$ cat config.mk
export PLATFORM = sky130hd
export DESIGN_NAME = pcpa_ctrl
export DESIGN_NICKNAME = d
export VERILOG_FILES = /design/src/pcpa_pkg.sv /design/src/pcpa_ctrl.sv
export SDC_FILE = /design/constraint.sdc
export NUM_CORES = 1
export LEC_CHECK = 0
export BUFFER_PORTS_ARGS = -buffer_cell sky130_fd_sc_hd__buf_2
export CAP_MARGIN = 15
export CORE_AREA = 2 2 39 41
export CTS_CLUSTER_SIZE = 25
export DETAILED_ROUTE_END_ITERATION = 8
export DIE_AREA = 0 0 41 43
export GPL_TIMING_DRIVEN = 0
export PLACE_DENSITY = 0.36
export SLEW_MARGIN = 20
export SYNTH_ARGS = -nofsm -noshare
export SYNTH_HDL_FRONTEND = slang
export SYNTH_SLANG_ARGS = --single-unit
$ cat constraint.sdc
create_clock -name clk -period 0.95 [get_ports clk]
set_input_delay 0.095 -clock clk [delete_from_list [all_inputs] [get_ports clk]]
set_output_delay 0.095 -clock clk [all_outputs]
set_load 0.005 [all_outputs]
$ cat src/pcpa_pkg.sv
// ----------------------------------------------------------------------------
// pcpa_pkg
// Shared types and codes of the per-CPU page free-list allocator.
// ----------------------------------------------------------------------------
package pcpa_pkg;

	// result status codes
	localparam logic [1:0] ST_DONE  = 2'd0;
	localparam logic [1:0] ST_EMPTY = 2'd1;
	localparam logic [1:0] ST_BAD   = 2'd2;

	// request kinds
	localparam logic FN_ALLOC = 1'b0;
	localparam logic FN_FREE  = 1'b1;

	// register index (paddr[2])
	localparam logic REG_BASE = 1'b0;
	localparam logic REG_TOP  = 1'b1;

	localparam logic [31:0] BASE_RESET = 32'h8000_0000;
	localparam logic [31:0] TOP_RESET  = 32'h8800_0000;

	typedef enum logic [1:0] {
		S_IDLE,
		S_EVAL,
		S_POP
	} state_t;

	// controller -> datapath
	typedef struct packed {
		logic load;        // capture request
		logic free_eval;   // check and push a free, emit result
		logic alloc_read;  // latch selected list, read its head link
		logic alloc_none;  // emit "no page left"
		logic alloc_pop;   // pop the head, emit grant
	} cmd_t;

	// datapath -> controller
	typedef struct packed {
		logic is_free;
		logic found;
		logic out_free;
	} sts_t;

endpackage

$ cat src/pcpa_ctrl.sv
// ----------------------------------------------------------------------------
// pcpa_ctrl
// Request sequencer: accept, evaluate, and pop the link read for allocates.
// ----------------------------------------------------------------------------
module pcpa_ctrl (
	input  logic           clk,
	input  logic           arst_n,
	input  logic           in_valid,
	output logic           in_ready,
	input  pcpa_pkg::sts_t sts,
	output pcpa_pkg::cmd_t cmd
);

	pcpa_pkg::state_t state_q, state_n;

	always_ff @(posedge clk or negedge arst_n) begin
		if (!arst_n) begin
			state_q <= pcpa_pkg::S_IDLE;
		end else begin
			state_q <= state_n;
		end
	end

	always_comb begin
		state_n = state_q;
		unique case (state_q)
			pcpa_pkg::S_IDLE: begin
				if (in_valid) state_n = pcpa_pkg::S_EVAL;
			end
			pcpa_pkg::S_EVAL: begin
				if (sts.is_free) begin
					if (sts.out_free) state_n = pcpa_pkg::S_IDLE;
				end else if (sts.found) begin
					state_n = pcpa_pkg::S_POP;
				end else if (sts.out_free) begin
					state_n = pcpa_pkg::S_IDLE;
				end
			end
			pcpa_pkg::S_POP: begin
				if (sts.out_free) state_n = pcpa_pkg::S_IDLE;
			end
			default: state_n = pcpa_pkg::S_IDLE;
		endcase
	end

	always_comb begin
		cmd      = '0;
		in_ready = 1'b0;
		unique case (state_q)
			pcpa_pkg::S_IDLE: begin
				in_ready = 1'b1;
				cmd.load = in_valid;
			end
			pcpa_pkg::S_EVAL: begin
				cmd.free_eval  = sts.is_free && sts.out_free;
				cmd.alloc_read = !sts.is_free && sts.found;
				cmd.alloc_none = !sts.is_free && !sts.found && sts.out_free;
			end
			pcpa_pkg::S_POP: begin
				cmd.alloc_pop = sts.out_free;
			end
			default: ;
		endcase
	end

	// a pop only follows a link read
	a_pop_after_read: assert property (@(posedge clk) disable iff (!arst_n)
		(state_q == pcpa_pkg::S_POP) |->
		($past(state_q) == pcpa_pkg::S_EVAL || $past(state_q) == pcpa_pkg::S_POP))
		else $error("pop state entered without link read");

	a_accept_to_eval: assert property (@(posedge clk) disable iff (!arst_n)
		(in_valid && in_ready) |=> (state_q == pcpa_pkg::S_EVAL))
		else $error("accepted request not evaluated");

	// nothing is emitted into an occupied output register
	a_emit_free: assert property (@(posedge clk) disable iff (!arst_n)
		(cmd.free_eval || cmd.alloc_none || cmd.alloc_pop) |-> sts.out_free)
		else $error("result emitted while output busy");

endmodule

* Word-level counts from Yosys, hierarchy flattened
Index checks and enable logic that the tools add are counted.
Cells by class: equality and inequality tests 3, reduce and logical (&&, ||, !) cells 7, mux-type cells 9
Operators by type and width (number):
- $mux 2 | 4
- $pmux 2 s3 | 1
- $logic_and 1x1->1 | 4
- $mux 1 | 3
- $mux 3 | 1
- $eq 2x1->1 const B | 1
- $eq 2x2->1 const B | 1
- $logic_not 1->1 | 2
- $logic_not 2->1 | 1
- $ne 2x2->1 const B | 1
Storage, ports and cells: register bits 2, input port bits 6, output and inout port bits 6, word-level logic and storage cells 20

* Longest topological paths before layout
word-level depth 4, gate-level depth with buffers 3, gate-level depth less buffers 3

* Worst setup path after synthesis
Ideal clock, no wire load.
path type reg-to-reg, start register state_q[0], end register state_q[1], data arrival time 0.776 ns, buffers on the path 0, library setup time 0.124 ns, cell stages (with the launch flop) 3, required time 0.826 ns, setup slack 0.050 ns, period minus slack after synthesis 0.900 ns, path through dfrtp_1 nor3b_2 or2_1
On the way: cells in the longest elaborated chain, start to end 2, elaborated cells between the ends (all ways) 5, those cells by class eq/ne (3); mux (1); reduce/logical (1)
Ends and longest elaborated chain:
- start, declared | line pcpa_ctrl.sv:14 | pcpa_pkg::state_t state_q, state_n;
- start signal, assigned | line pcpa_ctrl.sv:18 | state_q <= pcpa_pkg::S_IDLE;
- start signal, assigned | line pcpa_ctrl.sv:20 | state_q <= state_n;
- $eq 2x2->1, or another cell as far along | line pcpa_ctrl.sv:26 | unique case (state_q)
- $pmux 2 s3 / $ne 2x2->1 (equally long branches)
Parallel ways exist; a longest one is shown, timed or not. A chain may end at the register's enable or synchronous reset.

==> flow_summary_export.csv <==
group,metric,value,unit
outcome,status,"complete, but fails checks",
outcome,violations,"negative setup slack",
clock_network,cts_tree,"yes",
clock_network,h-tree-depth,1,
clock_network,cts_buffer_depth,2,
clock_network,cts.sinks,2,
worst_setup_path,crit_path_end_kind,"output pin",
timing,holdWs,131,ps
cells_and_area,final_layout_size_suffix_gt1_frac,0.688,
hold_path,worstHoldStart,"in_valid",
hold_path,min_to,"state_q[0]",
drt,drt_iter0_markers,1,
power_and_ir_drop,p_leak,0.147,nW
worst_setup_path,rr_startpoint,"state_q[0]",
floorplan,die_w,41,um
cells_and_area,largest_registers,"state_q (2)",
worst_setup_path,startpoint_type,"flip-flop",
logic_synthesis,yosysTopAreaCell,"dfrtp_1",
placement,place_ws,-44.4,ps
worst_setup_path,cp_max_fo,5,
worst_setup_path,reg2reg_slack,30,ps
cells_and_area,finalInstanceArea,282,um2
worst_setup_path,crit_buf_inv,1,
drt,drc,0,
worst_setup_path,worst-endpoint-arrival,1090,ps
timing,hold_viol_final,0,
drt,viasPerCell,3.60,
drt,vias,173,
worst_setup_path,slowest_delay,400,ps
hold_path,hold_class,"input port to flip-flop",
global_route,grt_max_degree,7,
logic_synthesis,syn_avg_cell_area,9.70,um2
placement,place_inst,43,
timing,setup_viol,6,
worst_setup_path,ff2ff_path_depth,2,
global_route,antenna_found_initial,0,
logic_synthesis,ys_warn_count,0,
timing,drv_slew,0,
timing,tightestPinTransition,156,ps
timing,finalCriticalPeriod,1180,ps
floorplan,rows,14,
worst_setup_path,crit_family,"flip-flops",
timing,fmax,846,MHz
drt,drt-total-wl,383,um
cells_and_area,fillCellCount,158,
cells_and_area,layout_commonest_cell,"buf_2",
floorplan,num_io_pins,12,
placement,portBuffers,11,
clock_network,cts_buffers,3,
cells_and_area,utilization,0.203,
timing,finalSetupTns,-1010,ps
cells_and_area,area_growth,81.5,%
logic_synthesis,synthTopCellsByArea,"dfrtp_1 32%, nand2b_4 8.9%, nor3b_2 8.1%",
worst_setup_path,cpMaxStageDelayCell,"dfrtp_1",
clock_network,clock_tree.root_cell,"clkbuf_4",
floorplan,die_area,1760,um2
logic_synthesis,synth_top_area_frac,0.323,
cells_and_area,largest_reg_flops,2,
cells_and_area,instances_no_fill,48,
logic_synthesis,syn_nets,22,
floorplan,core,1380,um2
timing,fin_worst_skew,0.904,ps
timing,rsz0062_at_grt,"yes",
power_and_ir_drop,vdd_drop_max,0.000265,V
timing,fin_ws,-233,ps
timing,maxSlewHeadroom,0.895,
worst_setup_path,cp_cell_sequence,"nor2b_4 -> and3_2 -> buf_2",
drt,ant_nets,0,
run,drv_cap,0,
cells_and_area,largest_register,"state_q",
floorplan,fp.dieH,43,um
worst_setup_path,r2r_end,"state_q[1]",
hold_path,hold_depth,3,
placement,gp_congestion,0.633,
global_route,gr-total-overflow,0,
logic_synthesis,netlist_area,155,um2
placement,placed_area,230,um2
worst_setup_path,crit_required,850,ps
logic_synthesis,ys_ff_latch,2,
power_and_ir_drop,power_density,1640,nW/um2
global_route,grt_use_total,0.0592,
logic_synthesis,seq_area_frac_synth,0.323,
power_and_ir_drop,p_total,463,uW
placement,dp_hpwl,297,um
clock_network,clk_pin_slew,30,ps
clock_network,insertion_delay,220,ps
global_route,grt_pass1_vias,183,
cells_and_area,mostFrequentLayoutCells,"11 x buf_2, 3 x clkbuf_4",
drt,post_drt_wl_per_cell,7.98,um
floorplan,start_util,0.112,
worst_setup_path,crit_type,"flip-flop to output pin",
drt,dr.pass1.iters,3,
logic_synthesis,postSynthCellCount,16,
cells_and_area,antennaDiodeCount,0,
global_route,grt_pass1_wl,634,um
timing,fin_crit_sh,1.24,
logic_synthesis,yosys.cell_types.count,15,
cells_and_area,nNetsFinal,40,
worst register-to-register path, stage by stage (launching register included):
cell and delay (ps):
dfrtp_1 400, nor3b_2 170, or2_1 220
cell usage after synthesis:
cell      n
a21oi_1   1
and2_1    1
and3_2    1
and3b_1   1
dfrtp_1   2
nand2_1   1
nand2b_1  1
nand2b_4  1
nand3b_1  1
nor2_1    1
nor2b_1   1
nor3_2    1
nor3b_1   1
nor3b_2   1
or2_1     1
logic make-up (layout without fill, tap and decap cells):
| logic type | after synthesis | in the layout | synth area share |
|---|---|---|---|
| buffers and inverters | 0 | 16 | 0 |
| AO/OA/AOI/OAI | 1 | 1 | 0.0322 |
| flip-flops | 2 | 2 | 0.323 |
| AND/OR/NAND/NOR | 13 | 13 | 0.645 |
how the worst max path moves through the flow:
| stage | startpoint | endpoint | slack, ps | depth (start not counted) |
|---|---|---|---|---|
| final | state_q[0] | cmd[3] | -230 | 3 |
| after detailed placement | state_q[0] | cmd[3] | -40 | 3 |
| after global placement | state_q[0] | cmd[3] | -30 | 3 |
| after global routing | state_q[0] | cmd[1] | -300 | 4 |
| after floorplan | state_q[0] | state_q[1] | 50 | 2 |
| after CTS | state_q[1] | cmd[1] | -260 | 4 |
what timing repair did:
item                                    4_1_cts  5_1_grt
gates resized for setup                       0        4
hold buffers                                  1        0
setup buffers                                 1        0
endpoints found under the hold margin         2        0
endpoints found under the setup margin        7        6
pin swaps                                     2        0
gates cloned                                  0        0
layer usage:
layer / GRT usage / wire length [um] / vias to the layer above
met2: 0.0906 / 285 / 0
met5: 0 / 0 / -
met3: 0.0314 / 0 / 0
met1: 0.0386 / 98 / 86
met4: 0.0800 / 0 / 0
li1: - / - / 87
area by class of cell:
cell class                 count  area, um2  share of cell area
clock buffer                   3       22.5              0.0800
multi-input combinational     14        115               0.409
sequential                     2       51.3               0.182
tap                           16       20.0              0.0711
timing repair buffer          13       72.6               0.258
power by group:
| group | internal, mW | switching, mW | total, mW |
|---|---|---|---|
| sequential | 0.102 | 0.0223 | 0.124 |
| clock | 0.140 | 0.0512 | 0.191 |
| combinational | 0.0917 | 0.0557 | 0.147 |
No activity file was read; power rests on OpenSTA's default activity.
